<file path="config.mk">
export PLATFORM = sky130hd
export DESIGN_NAME = sha256_byte_stream_hasher_flat
export DESIGN_NICKNAME = d
export VERILOG_FILES = /design/src/hw/rtl/sha_pkg.sv /design/src/hw/rtl/sha_req_if.sv /design/src/hw/rtl/sha_rsp_if.sv /design/src/hw/rtl/sha256_byte_stream_hasher.sv /design/src/hw/rtl/sha_dpath.sv /design/src/hw/rtl/sha_ctrl.sv /design/src/flat_wrapper.sv
export SDC_FILE = /design/constraint.sdc
export NUM_CORES = 2
export LEC_CHECK = 0
export BUFFER_PORTS_ARGS = -buffer_cell sky130_fd_sc_hd__buf_2
export CAP_MARGIN = 20
export CORE_MARGIN = 1
export CORE_UTILIZATION = 25
export CTS_CLUSTER_DIAMETER = 100
export DETAILED_ROUTE_END_ITERATION = 10
export SYNTH_ARGS = -nofsm -noshare
export SYNTH_HDL_FRONTEND = slang
export SYNTH_HIERARCHICAL = 1
export SYNTH_SLANG_ARGS = --single-unit
export TNS_END_PERCENT = 1
</file>
<file path="constraint.sdc">
create_clock -name clock -period 19.5 [get_ports clock]
set_input_delay 3.9 -clock clock [delete_from_list [all_inputs] [get_ports clock]]
set_output_delay 3.9 -clock clock [all_outputs]
set_load 0.01 [all_outputs]
</file>
<file path="src/hw/rtl/sha_pkg.sv">
// Shared types and constants of the SHA-256 byte stream hasher.
package sha_pkg;

   localparam int WORD_W     = 32;
   localparam int HASH_WORDS = 8;
   localparam int BLK_WORDS  = 16;
   localparam int ROUNDS     = 64;

   localparam logic [5:0] FILL_LAST     = 6'd63;
   localparam logic [5:0] FILL_LEN_POS  = 6'd56;
   localparam logic [5:0] ROUND_LAST    = 6'd63;
   localparam logic [2:0] WORD_IDX_LAST = 3'd7;
   localparam logic [7:0] PAD_MARK_BYTE = 8'h80;

   localparam logic [WORD_W-1:0] ROUND_K [ROUNDS] = '{
      32'h428a2f98, 32'h71374491, 32'hb5c0fbcf, 32'he9b5dba5,
      32'h3956c25b, 32'h59f111f1, 32'h923f82a4, 32'hab1c5ed5,
      32'hd807aa98, 32'h12835b01, 32'h243185be, 32'h550c7dc3,
      32'h72be5d74, 32'h80deb1fe, 32'h9bdc06a7, 32'hc19bf174,
      32'he49b69c1, 32'hefbe4786, 32'h0fc19dc6, 32'h240ca1cc,
      32'h2de92c6f, 32'h4a7484aa, 32'h5cb0a9dc, 32'h76f988da,
      32'h983e5152, 32'ha831c66d, 32'hb00327c8, 32'hbf597fc7,
      32'hc6e00bf3, 32'hd5a79147, 32'h06ca6351, 32'h14292967,
      32'h27b70a85, 32'h2e1b2138, 32'h4d2c6dfc, 32'h53380d13,
      32'h650a7354, 32'h766a0abb, 32'h81c2c92e, 32'h92722c85,
      32'ha2bfe8a1, 32'ha81a664b, 32'hc24b8b70, 32'hc76c51a3,
      32'hd192e819, 32'hd6990624, 32'hf40e3585, 32'h106aa070,
      32'h19a4c116, 32'h1e376c08, 32'h2748774c, 32'h34b0bcb5,
      32'h391c0cb3, 32'h4ed8aa4a, 32'h5b9cca4f, 32'h682e6ff3,
      32'h748f82ee, 32'h78a5636f, 32'h84c87814, 32'h8cc70208,
      32'h90befffa, 32'ha4506ceb, 32'hbef9a3f7, 32'hc67178f2
   };

   localparam logic [HASH_WORDS-1:0][WORD_W-1:0] INIT_HASH = {
      32'h5be0cd19, 32'h1f83d9ab, 32'h9b05688c, 32'h510e527f,
      32'ha54ff53a, 32'h3c6ef372, 32'hbb67ae85, 32'h6a09e667
   };

   typedef enum logic [2:0] {
      ST_IDLE,
      ST_PAD_MARK,
      ST_PAD_ZERO,
      ST_PAD_LEN,
      ST_ROUND,
      ST_ADD,
      ST_OUT
   } state_type;

   typedef enum logic [1:0] {
      BYTE_MSG,
      BYTE_MARK,
      BYTE_ZERO,
      BYTE_LEN
   } byte_sel_type;

   typedef struct packed {
      logic         shift_en;
      byte_sel_type byte_sel;
      logic         load_v;
      logic         round_en;
      logic         add_h;
      logic         restart;
      logic [2:0]   word_sel;
   } cmd_type;

   typedef struct packed {
      logic fill_last;
      logic fill_len;
      logic round_last;
   } sts_type;

endpackage

</file>
<file path="src/hw/rtl/sha_req_if.sv">
// Request channel: one message byte and an end-of-message flag per word.
interface sha_req_if;
   logic       valid;
   logic       ready;
   logic [7:0] msg_byte;
   logic       byte_present;
   logic       end_of_message;

   modport source (output valid, output msg_byte, output byte_present,
                   output end_of_message, input ready);
   modport sink   (input valid, input msg_byte, input byte_present,
                   input end_of_message, output ready);
endinterface

</file>
<file path="src/hw/rtl/sha_rsp_if.sv">
// Response channel: one digest word with its index per word.
interface sha_rsp_if;
   logic        valid;
   logic        ready;
   logic [31:0] digest_word;
   logic [2:0]  word_index;
   logic        last_word;

   modport source (output valid, output digest_word, output word_index,
                   output last_word, input ready);
   modport sink   (input valid, input digest_word, input word_index,
                   input last_word, output ready);
endinterface

</file>
<file path="src/hw/rtl/sha256_byte_stream_hasher.sv">
// SHA-256 byte stream hasher top level: controller, datapath and handshake channels.
// Byte words are taken one per cycle while idle; the 64th byte of a block starts a compression
// of 64 rounds of the single round unit, then the hash update. End of message: pad bytes one
// per cycle between compressions, pausing in the zero-pad state before the length field, then
// one or two compressions and eight digest words, one per cycle while the sink is ready. No word
// is taken meanwhile; synchronous reset loads the initial hash and clears the counts.
module sha256_byte_stream_hasher
   import sha_pkg::*;
(
   input logic        clock,
   input logic        reset,
   sha_req_if.sink    req_ch,
   sha_rsp_if.source  rsp_ch
);

   cmd_type cmd;
   sts_type sts;

   sha_ctrl u_ctrl (
      .clock              (clock),
      .reset              (reset),
      .req_valid          (req_ch.valid),
      .req_byte_present   (req_ch.byte_present),
      .req_end_of_message (req_ch.end_of_message),
      .req_ready          (req_ch.ready),
      .rsp_valid          (rsp_ch.valid),
      .rsp_ready          (rsp_ch.ready),
      .rsp_word_index     (rsp_ch.word_index),
      .rsp_last_word      (rsp_ch.last_word),
      .sts                (sts),
      .cmd                (cmd)
   );

   sha_dpath u_dpath (
      .clock       (clock),
      .reset       (reset),
      .cmd         (cmd),
      .msg_byte    (req_ch.msg_byte),
      .sts         (sts),
      .digest_word (rsp_ch.digest_word)
   );

   // The block never takes a word while a digest is being delivered.
   assert property (@(posedge clock) disable iff (reset)
      rsp_ch.valid |-> !req_ch.ready)
      else $error("request accepted during digest output");

   // Digest words leave in order without gaps once the sink takes one.
   assert property (@(posedge clock) disable iff (reset)
      rsp_ch.valid && rsp_ch.ready && !rsp_ch.last_word |=>
         rsp_ch.valid && (rsp_ch.word_index == $past(rsp_ch.word_index) + 3'd1))
      else $error("digest word sequence broken");

   // After the final digest word the block is ready for the next message.
   assert property (@(posedge clock) disable iff (reset)
      rsp_ch.valid && rsp_ch.ready && rsp_ch.last_word |=> req_ch.ready && !rsp_ch.valid)
      else $error("block did not return to idle after the digest");

endmodule

</file>
<file path="src/hw/rtl/sha_dpath.sv">
// SHA-256 datapath: block shift register, message schedule, round logic and hash state.
module sha_dpath
   import sha_pkg::*;
(
   input  logic              clock,
   input  logic              reset,
   input  cmd_type           cmd,
   input  logic [7:0]        msg_byte,
   output sts_type           sts,
   output logic [WORD_W-1:0] digest_word
);

   function automatic logic [WORD_W-1:0] rotr(input logic [WORD_W-1:0] x, input int n);
      rotr = (x >> n) | (x << (WORD_W - n));
   endfunction

   function automatic logic [WORD_W-1:0] big_sig0(input logic [WORD_W-1:0] x);
      big_sig0 = rotr(x, 2) ^ rotr(x, 13) ^ rotr(x, 22);
   endfunction

   function automatic logic [WORD_W-1:0] big_sig1(input logic [WORD_W-1:0] x);
      big_sig1 = rotr(x, 6) ^ rotr(x, 11) ^ rotr(x, 25);
   endfunction

   function automatic logic [WORD_W-1:0] small_sig0(input logic [WORD_W-1:0] x);
      small_sig0 = rotr(x, 7) ^ rotr(x, 18) ^ (x >> 3);
   endfunction

   function automatic logic [WORD_W-1:0] small_sig1(input logic [WORD_W-1:0] x);
      small_sig1 = rotr(x, 17) ^ rotr(x, 19) ^ (x >> 10);
   endfunction

   // Word 15 is the oldest: it takes the first byte of a block and is W[t] during rounds.
   logic [BLK_WORDS-1:0][WORD_W-1:0]  blk_ff, blk_in;
   logic [HASH_WORDS-1:0][WORD_W-1:0] h_ff, h_in;
   logic [HASH_WORDS-1:0][WORD_W-1:0] v_ff, v_in;
   logic [5:0]                        round_ff, round_in;
   logic [5:0]                        fill_ff, fill_in;
   logic [63:0]                       bits_ff, bits_in;

   logic [7:0]        byte_mux;
   logic [WORD_W-1:0] w_new;
   logic [WORD_W-1:0] t1;
   logic [WORD_W-1:0] t2;
   logic [WORD_W-1:0] choose;
   logic [WORD_W-1:0] major;

   always_comb begin
      case (cmd.byte_sel)
         BYTE_MSG:  byte_mux = msg_byte;
         BYTE_MARK: byte_mux = PAD_MARK_BYTE;
         BYTE_ZERO: byte_mux = 8'h00;
         BYTE_LEN:  byte_mux = bits_ff[63:56];
         default:   byte_mux = 8'h00;
      endcase
   end

   // Schedule window holds W[t] .. W[t+15]; the new word is W[t+16].
   assign w_new = small_sig1(blk_ff[1]) + blk_ff[6] + small_sig0(blk_ff[14]) + blk_ff[15];

   assign choose = (v_ff[4] & v_ff[5]) ^ (~v_ff[4] & v_ff[6]);
   assign major  = (v_ff[0] & v_ff[1]) ^ (v_ff[0] & v_ff[2]) ^ (v_ff[1] & v_ff[2]);
   assign t1     = v_ff[7] + big_sig1(v_ff[4]) + choose + ROUND_K[round_ff] + blk_ff[15];
   assign t2     = big_sig0(v_ff[0]) + major;

   always_comb begin
      blk_in   = blk_ff;
      h_in     = h_ff;
      v_in     = v_ff;
      round_in = round_ff;
      fill_in  = fill_ff;
      bits_in  = bits_ff;

      if (cmd.shift_en) begin
         blk_in  = {blk_ff[15][23:0], blk_ff[14:0], byte_mux};
         fill_in = fill_ff + 6'd1;
         if (cmd.byte_sel == BYTE_MSG) begin
            bits_in = bits_ff + 64'd8;
         end else if (cmd.byte_sel == BYTE_LEN) begin
            bits_in = {bits_ff[55:0], 8'h00};
         end
      end else if (cmd.round_en) begin
         blk_in = {blk_ff[14:0], w_new};
      end

      if (cmd.load_v) begin
         v_in     = h_ff;
         round_in = '0;
      end else if (cmd.round_en) begin
         v_in     = {v_ff[6:4], v_ff[3] + t1, v_ff[2:0], t1 + t2};
         round_in = round_ff + 6'd1;
      end

      if (cmd.add_h) begin
         for (int i = 0; i < HASH_WORDS; i++) begin
            h_in[i] = h_ff[i] + v_ff[i];
         end
      end

      if (cmd.restart) begin
         h_in    = INIT_HASH;
         fill_in = '0;
         bits_in = '0;
      end
   end

   always_ff @(posedge clock) begin
      blk_ff <= blk_in;
      v_ff   <= v_in;
      if (reset) begin
         h_ff     <= INIT_HASH;
         round_ff <= '0;
         fill_ff  <= '0;
         bits_ff  <= '0;
      end else begin
         h_ff     <= h_in;
         round_ff <= round_in;
         fill_ff  <= fill_in;
         bits_ff  <= bits_in;
      end
   end

   assign sts.fill_last  = (fill_ff == FILL_LAST);
   assign sts.fill_len   = (fill_ff == FILL_LEN_POS);
   assign sts.round_last = (round_ff == ROUND_LAST);
   assign digest_word    = h_ff[cmd.word_sel];

endmodule

</file>
<file path="src/hw/rtl/sha_ctrl.sv">
// SHA-256 controller: sequences byte intake, padding, compression and digest output.
module sha_ctrl
   import sha_pkg::*;
(
   input  logic       clock,
   input  logic       reset,
   input  logic       req_valid,
   input  logic       req_byte_present,
   input  logic       req_end_of_message,
   output logic       req_ready,
   output logic       rsp_valid,
   input  logic       rsp_ready,
   output logic [2:0] rsp_word_index,
   output logic       rsp_last_word,
   input  sts_type    sts,
   output cmd_type    cmd
);

   state_type  state_ff, state_in;
   state_type  ret_ff, ret_in;
   logic [2:0] idx_ff, idx_in;

   always_comb begin
      state_in = state_ff;
      ret_in   = ret_ff;
      idx_in   = idx_ff;
      unique case (state_ff)
         ST_IDLE: begin
            if (req_valid) begin
               if (req_byte_present && sts.fill_last) begin
                  state_in = ST_ROUND;
                  ret_in   = req_end_of_message ? ST_PAD_MARK : ST_IDLE;
               end else if (req_end_of_message) begin
                  state_in = ST_PAD_MARK;
               end
            end
         end
         ST_PAD_MARK: begin
            if (sts.fill_last) begin
               state_in = ST_ROUND;
               ret_in   = ST_PAD_ZERO;
            end else begin
               state_in = ST_PAD_ZERO;
            end
         end
         ST_PAD_ZERO: begin
            if (sts.fill_len) begin
               state_in = ST_PAD_LEN;
            end else if (sts.fill_last) begin
               state_in = ST_ROUND;
               ret_in   = ST_PAD_ZERO;
            end
         end
         ST_PAD_LEN: begin
            if (sts.fill_last) begin
               state_in = ST_ROUND;
               ret_in   = ST_OUT;
            end
         end
         ST_ROUND: begin
            if (sts.round_last) begin
               state_in = ST_ADD;
            end
         end
         ST_ADD: begin
            state_in = ret_ff;
         end
         ST_OUT: begin
            if (rsp_ready) begin
               idx_in = idx_ff + 3'd1;
               if (idx_ff == WORD_IDX_LAST) begin
                  state_in = ST_IDLE;
               end
            end
         end
         default: begin
            state_in = ST_IDLE;
         end
      endcase
   end

   always_comb begin
      cmd          = '0;
      cmd.word_sel = idx_ff;
      req_ready    = 1'b0;
      rsp_valid    = 1'b0;
      unique case (state_ff)
         ST_IDLE: begin
            req_ready = 1'b1;
            if (req_valid && req_byte_present) begin
               cmd.shift_en = 1'b1;
               cmd.byte_sel = BYTE_MSG;
               cmd.load_v   = sts.fill_last;
            end
         end
         ST_PAD_MARK: begin
            cmd.shift_en = 1'b1;
            cmd.byte_sel = BYTE_MARK;
            cmd.load_v   = sts.fill_last;
         end
         ST_PAD_ZERO: begin
            if (!sts.fill_len) begin
               cmd.shift_en = 1'b1;
               cmd.byte_sel = BYTE_ZERO;
               cmd.load_v   = sts.fill_last;
            end
         end
         ST_PAD_LEN: begin
            cmd.shift_en = 1'b1;
            cmd.byte_sel = BYTE_LEN;
            cmd.load_v   = sts.fill_last;
         end
         ST_ROUND: begin
            cmd.round_en = 1'b1;
         end
         ST_ADD: begin
            cmd.add_h = 1'b1;
         end
         ST_OUT: begin
            rsp_valid   = 1'b1;
            cmd.restart = rsp_ready && (idx_ff == WORD_IDX_LAST);
         end
         default: begin
            cmd = '0;
         end
      endcase
   end

   assign rsp_word_index = idx_ff;
   assign rsp_last_word  = (idx_ff == WORD_IDX_LAST);

   always_ff @(posedge clock) begin
      if (reset) begin
         state_ff <= ST_IDLE;
         ret_ff   <= ST_IDLE;
         idx_ff   <= '0;
      end else begin
         state_ff <= state_in;
         ret_ff   <= ret_in;
         idx_ff   <= idx_in;
      end
   end

endmodule
</file>
<file path="src/flat_wrapper.sv">
// flat-port wrapper written by rule: the top's interface ports become plain ports
module sha256_byte_stream_hasher_flat import sha_pkg::*;
  (clock, reset, req_ch_valid, req_ch_msg_byte, req_ch_byte_present, req_ch_end_of_message, req_ch_ready, rsp_ch_valid, rsp_ch_digest_word, rsp_ch_word_index, rsp_ch_last_word, rsp_ch_ready);
  sha_req_if req_ch_i ();
  sha_rsp_if rsp_ch_i ();
  input logic clock;
  input logic reset;
  input wire logic [$bits(req_ch_i.valid)-1:0] req_ch_valid;
  input wire logic [$bits(req_ch_i.msg_byte)-1:0] req_ch_msg_byte;
  input wire logic [$bits(req_ch_i.byte_present)-1:0] req_ch_byte_present;
  input wire logic [$bits(req_ch_i.end_of_message)-1:0] req_ch_end_of_message;
  output wire logic [$bits(req_ch_i.ready)-1:0] req_ch_ready;
  output wire logic [$bits(rsp_ch_i.valid)-1:0] rsp_ch_valid;
  output wire logic [$bits(rsp_ch_i.digest_word)-1:0] rsp_ch_digest_word;
  output wire logic [$bits(rsp_ch_i.word_index)-1:0] rsp_ch_word_index;
  output wire logic [$bits(rsp_ch_i.last_word)-1:0] rsp_ch_last_word;
  input wire logic [$bits(rsp_ch_i.ready)-1:0] rsp_ch_ready;
  assign req_ch_i.valid = req_ch_valid;
  assign req_ch_i.msg_byte = req_ch_msg_byte;
  assign req_ch_i.byte_present = req_ch_byte_present;
  assign req_ch_i.end_of_message = req_ch_end_of_message;
  assign req_ch_ready = req_ch_i.ready;
  assign rsp_ch_valid = rsp_ch_i.valid;
  assign rsp_ch_digest_word = rsp_ch_i.digest_word;
  assign rsp_ch_word_index = rsp_ch_i.word_index;
  assign rsp_ch_last_word = rsp_ch_i.last_word;
  assign rsp_ch_i.ready = rsp_ch_ready;
  sha256_byte_stream_hasher u_core (.clock(clock), .reset(reset), .req_ch(req_ch_i), .rsp_ch(rsp_ch_i));
endmodule
</file>
==> impl_metrics.toml <==
[synth]
synth_cell_types = 101
synth_top_area_cell = "edfxtp_1"
synth_edf_count = 768
synthDominantCellAreaShare_pct = 30.5
synth.area.top_cells = "edfxtp_1 (31%), mux2_2 (10%), dfxtp_1 (9.0%)"
yosysSeqAreaShare_pct = 39.5
synth_flop_cell = "edfxtp_1"
synth_warnings = 6
synth_seq_cells = 1106
async_reset_ff_share_pct = 0
synth_area_per_cell_sq_um = 10.3
syn-cell-area_sq_um = 75500
netlist_instances = 7314
syn_nets = 7927

[critical_path]
path_class = "reg -> reg"
cpPeakStageDelay_ns = 0.89
slowest_stage = "ha_1"
cp-start-kind = "register"
cp-end-kind = "register"
reg2reg_to = "u_core/u_dpath/v_ff[31]$_DFFE_PP_"
required_ns = 20.06
cp_top_family = "compound AO/OA/AOI/OAI gates"
r2r_slack_ns = 9.92
critPathBufInv = 5
cp.arrival_ns = 10.14
crit_fanout = 25
r2r_start = "u_core/u_dpath/round_ff[0]$_SDFFE_PP0P_"
reg2reg_depth = 35

[routing]
drc = 0
dr.pass1.iters = 8
routed_wl_um = 233000
ant_nets = 0
dr.first_iter.drc_count = 5788
wl_per_cell_um = 20.7
avgViaCountPerCell = 5.01
vias = 56400

[clock_network]
cts-root-buf = "clkbuf_16"
clk_pin_slew_ns = 0.06
post-cts-setup-buffers = 0
cts.path.max_buffers = 3
h-tree-depth = 4
cts_made_buffers = 133
hold_buffers = 0
cts.sink_count = 1106
cts_resized = 0
clkLatencyLatePin_ns = 0.82
cts_tree = "built"

[timing]
finalWorstPathRequiredPeriod_ns = 9.58
setup_viol = 0
fin_setup_tns_ns = 0
period_share_pct = 49.1
rsz0062_at_grt = "no"
max_freq_mhz = 104
relSlewSlack_pct = 23.3
finClkSkew_ns = 0.0526
drv_slew = 0
worst_pin_slew_ns = 1.14
hold_viol = 0

[job]
maxCapViolations = 0

[floorplan]
ioPinCount = 52
die_h_um = 552
core_sq_um = 300000
dieArea_sq_um = 304000
fp.dieW_um = 552
rows = 201
start_util_pct = 25.2

[global_route]
grt_overflow = 0
grt_use_total_pct = 15.0
grt_pass1_vias = 55600
grt_pass1_wl_um = 351000
antenna_found_initial = 17
grt_max_degree = 162

[placed_design]
io_buffers = 51
place_hpwl_um = 172000
place.gp.congestion = 0.961
dp.cells = 11000

[final_layout]
fin_nets = 7805
area_delta_synth_final_pct = 11.9
fill_cells = 31100
stdcell_count = 11300
drive_above_1_share_pct = 15.6

[power]
p_int_mw = 8.44
irDropWorstVdd_v = 0.000213
seqPwrFrac_pct = 25.2
p_clk_share_pct = 17.5
p_leak_nw = 31.4
p_comb_share_pct = 57.3
power_switching_share_pct = 43.2
switchingPower_mw = 6.42
power_density_nw_per_um2 = 176

[hold_path]
hp-class = "reg -> reg"
hold_path_startpoint = "u_core/u_ctrl/ret_ff[0]$_SDFFE_PP0P_"
hold_path_end = "u_core/u_ctrl/ret_ff[0]$_SDFFE_PP0P_"
worstHoldPathCells = 2

[run_status]
status = "finished clean"
state kept, by name, summed over array words and instances (netlist names):
register / cells
u_core/u_dpath/round_ff: 6
u_core/u_dpath/v_ff: 256
u_core/u_dpath/blk_ff: 512
u_core/u_dpath/bits_ff: 61
u_core/u_ctrl/state_ff: 3
u_core/u_dpath/h_ff: 256
u_core/u_dpath/fill_ff: 6
u_core/u_ctrl/ret_ff: 3
u_core/u_ctrl/rsp_word_index: 3
cell usage in the layout, fill, tap and decap left out, drive strengths merged, types with 55 or more instances in the layout:
| cell | synthesis | layout |
|---|---|---|
| nor2b | 61 | 61 |
| a21o | 211 | 211 |
| ha | 404 | 404 |
| nor3 | 82 | 82 |
| fa | 195 | 195 |
| nor2 | 472 | 472 |
| dfxtp | 338 | 338 |
| xor2 | 219 | 219 |
| mux2i | 108 | 108 |
| a21oi | 473 | 473 |
| o31ai | 57 | 57 |
| edfxtp | 768 | 768 |
| clkbuf | 308 | 175 |
| nand2b | 55 | 55 |
| buf | 67 | 118 |
| o21ai | 530 | 530 |
| inv | 497 | 505 |
| mux2 | 687 | 687 |
| nand3 | 126 | 126 |
| nand2 | 508 | 508 |
| mux4 | 69 | 69 |
| xnor2 | 349 | 349 |
| a211oi | 95 | 95 |
Yosys cell counts, drive strengths merged (82+ instances only):
| library cell | instances |
|---|---|
| a211oi | 95 |
| a21o | 211 |
| a21oi | 473 |
| clkbuf | 308 |
| dfxtp | 338 |
| edfxtp | 768 |
| fa | 195 |
| ha | 404 |
| inv | 497 |
| mux2 | 687 |
| mux2i | 108 |
| nand2 | 508 |
| nand3 | 126 |
| nor2 | 472 |
| nor3 | 82 |
| o21ai | 530 |
| xnor2 | 349 |
| xor2 | 219 |
worst register-to-register path, delay by kind of cell, from the launching register on:
kind | cells | cell delay, ns
adders and majority gates | 6 | 3.00
muxes | 1 | 0.26
and+or+nand+nor | 5 | 0.80
xor gates and xnor gates | 2 | 0.45
buffers and inverters | 5 | 0.87
AOI/OAI and AO/OA | 16 | 3.68
DFF | 1 | 0.30
final cells by class:
| class | count | area (sq um) | share of cell area, % |
|---|---|---|---|
| inverters | 502 | 1890 | 2.23 |
| well taps | 3958 | 4950 | 5.86 |
| repair buffers | 118 | 828 | 0.980 |
| clock inverters | 70 | 1010 | 1.19 |
| clock buffers | 175 | 3580 | 4.23 |
| diodes | 2 | 5.00 | 0.00592 |
| flip-flops and latches | 1106 | 29800 | 35.3 |
| multi-input cells | 5331 | 42400 | 50.2 |
metal layers:
metal / up-vias / track usage [%] / wire length (um) / share of wire, %
met5: - / 0 / 37 / 0.016
met4: 6 / 4.60 / 6840 / 2.9
met3: 302 / 2.20 / 14900 / 6.4
met1: 28000 / 20.7 / 105000 / 45
met2: 1929 / 24.2 / 106000 / 46
li1: 26200 / - / - / -
per-stage QoR:
stage / hold WS, ns / worst slack, ns / instance area, sq um / power (mW) / util [%]
floorplan: 0.441 / 7.38 / 75500 / 9.92 / -
global route: 0.499 / 9.28 / 84500 / 16.0 / 28.2
detailed placement: 0.474 / 9.97 / 79900 / 12.1 / 26.6
finish: 0.484 / 9.92 / 84500 / 14.9 / 28.2
CTS: 0.487 / 9.98 / 84500 / 14.8 / 28.1
global placement: 0.460 / 9.89 / 79900 / 12.0 / 26.6
cells by family after synthesis:
| group | after synthesis | synth area share, % |
|---|---|---|
| adders and majority gates | 603 | 11.9 |
| buffers and inverters | 877 | 4.41 |
| AOI/OAI and AO/OA | 1761 | 14.5 |
| DFF | 1106 | 39.5 |
| muxes | 864 | 13.7 |
| xor gates and xnor gates | 569 | 6.62 |
| and+or+nand+nor | 1534 | 9.33 |
power by group through the flow:
stage / clock [mW] / combinational (mW) / sequential, mW
finish: 2.61 / 8.51 / 3.74
global placement: 0 / 8.21 / 3.78
floorplan: 0 / 6.25 / 3.67
detailed placement: 0 / 8.32 / 3.79
global route: 2.75 / 9.41 / 3.79
CTS: 2.67 / 8.39 / 3.75
worst max path at each step:
stage                                            startpoint                                 end  slack, ns  depth (start not counted)
global route        u_core/u_dpath/round_ff[0]$_SDFFE_PP0P_   u_core/u_dpath/v_ff[31]$_DFFE_PP_       9.28                         35
CTS                 u_core/u_dpath/round_ff[0]$_SDFFE_PP0P_   u_core/u_dpath/v_ff[31]$_DFFE_PP_       9.98                         35
global placement    u_core/u_dpath/round_ff[0]$_SDFFE_PP0P_   u_core/u_dpath/v_ff[31]$_DFFE_PP_       9.89                         35
detailed placement  u_core/u_dpath/round_ff[0]$_SDFFE_PP0P_   u_core/u_dpath/v_ff[31]$_DFFE_PP_       9.97                         35
floorplan                                      req_ch_valid  u_core/u_dpath/blk_ff[0]$_DFFE_PP_       7.38                          6
finish              u_core/u_dpath/round_ff[0]$_SDFFE_PP0P_   u_core/u_dpath/v_ff[31]$_DFFE_PP_       9.92                         35
Power figures use the tool's default switching activity.
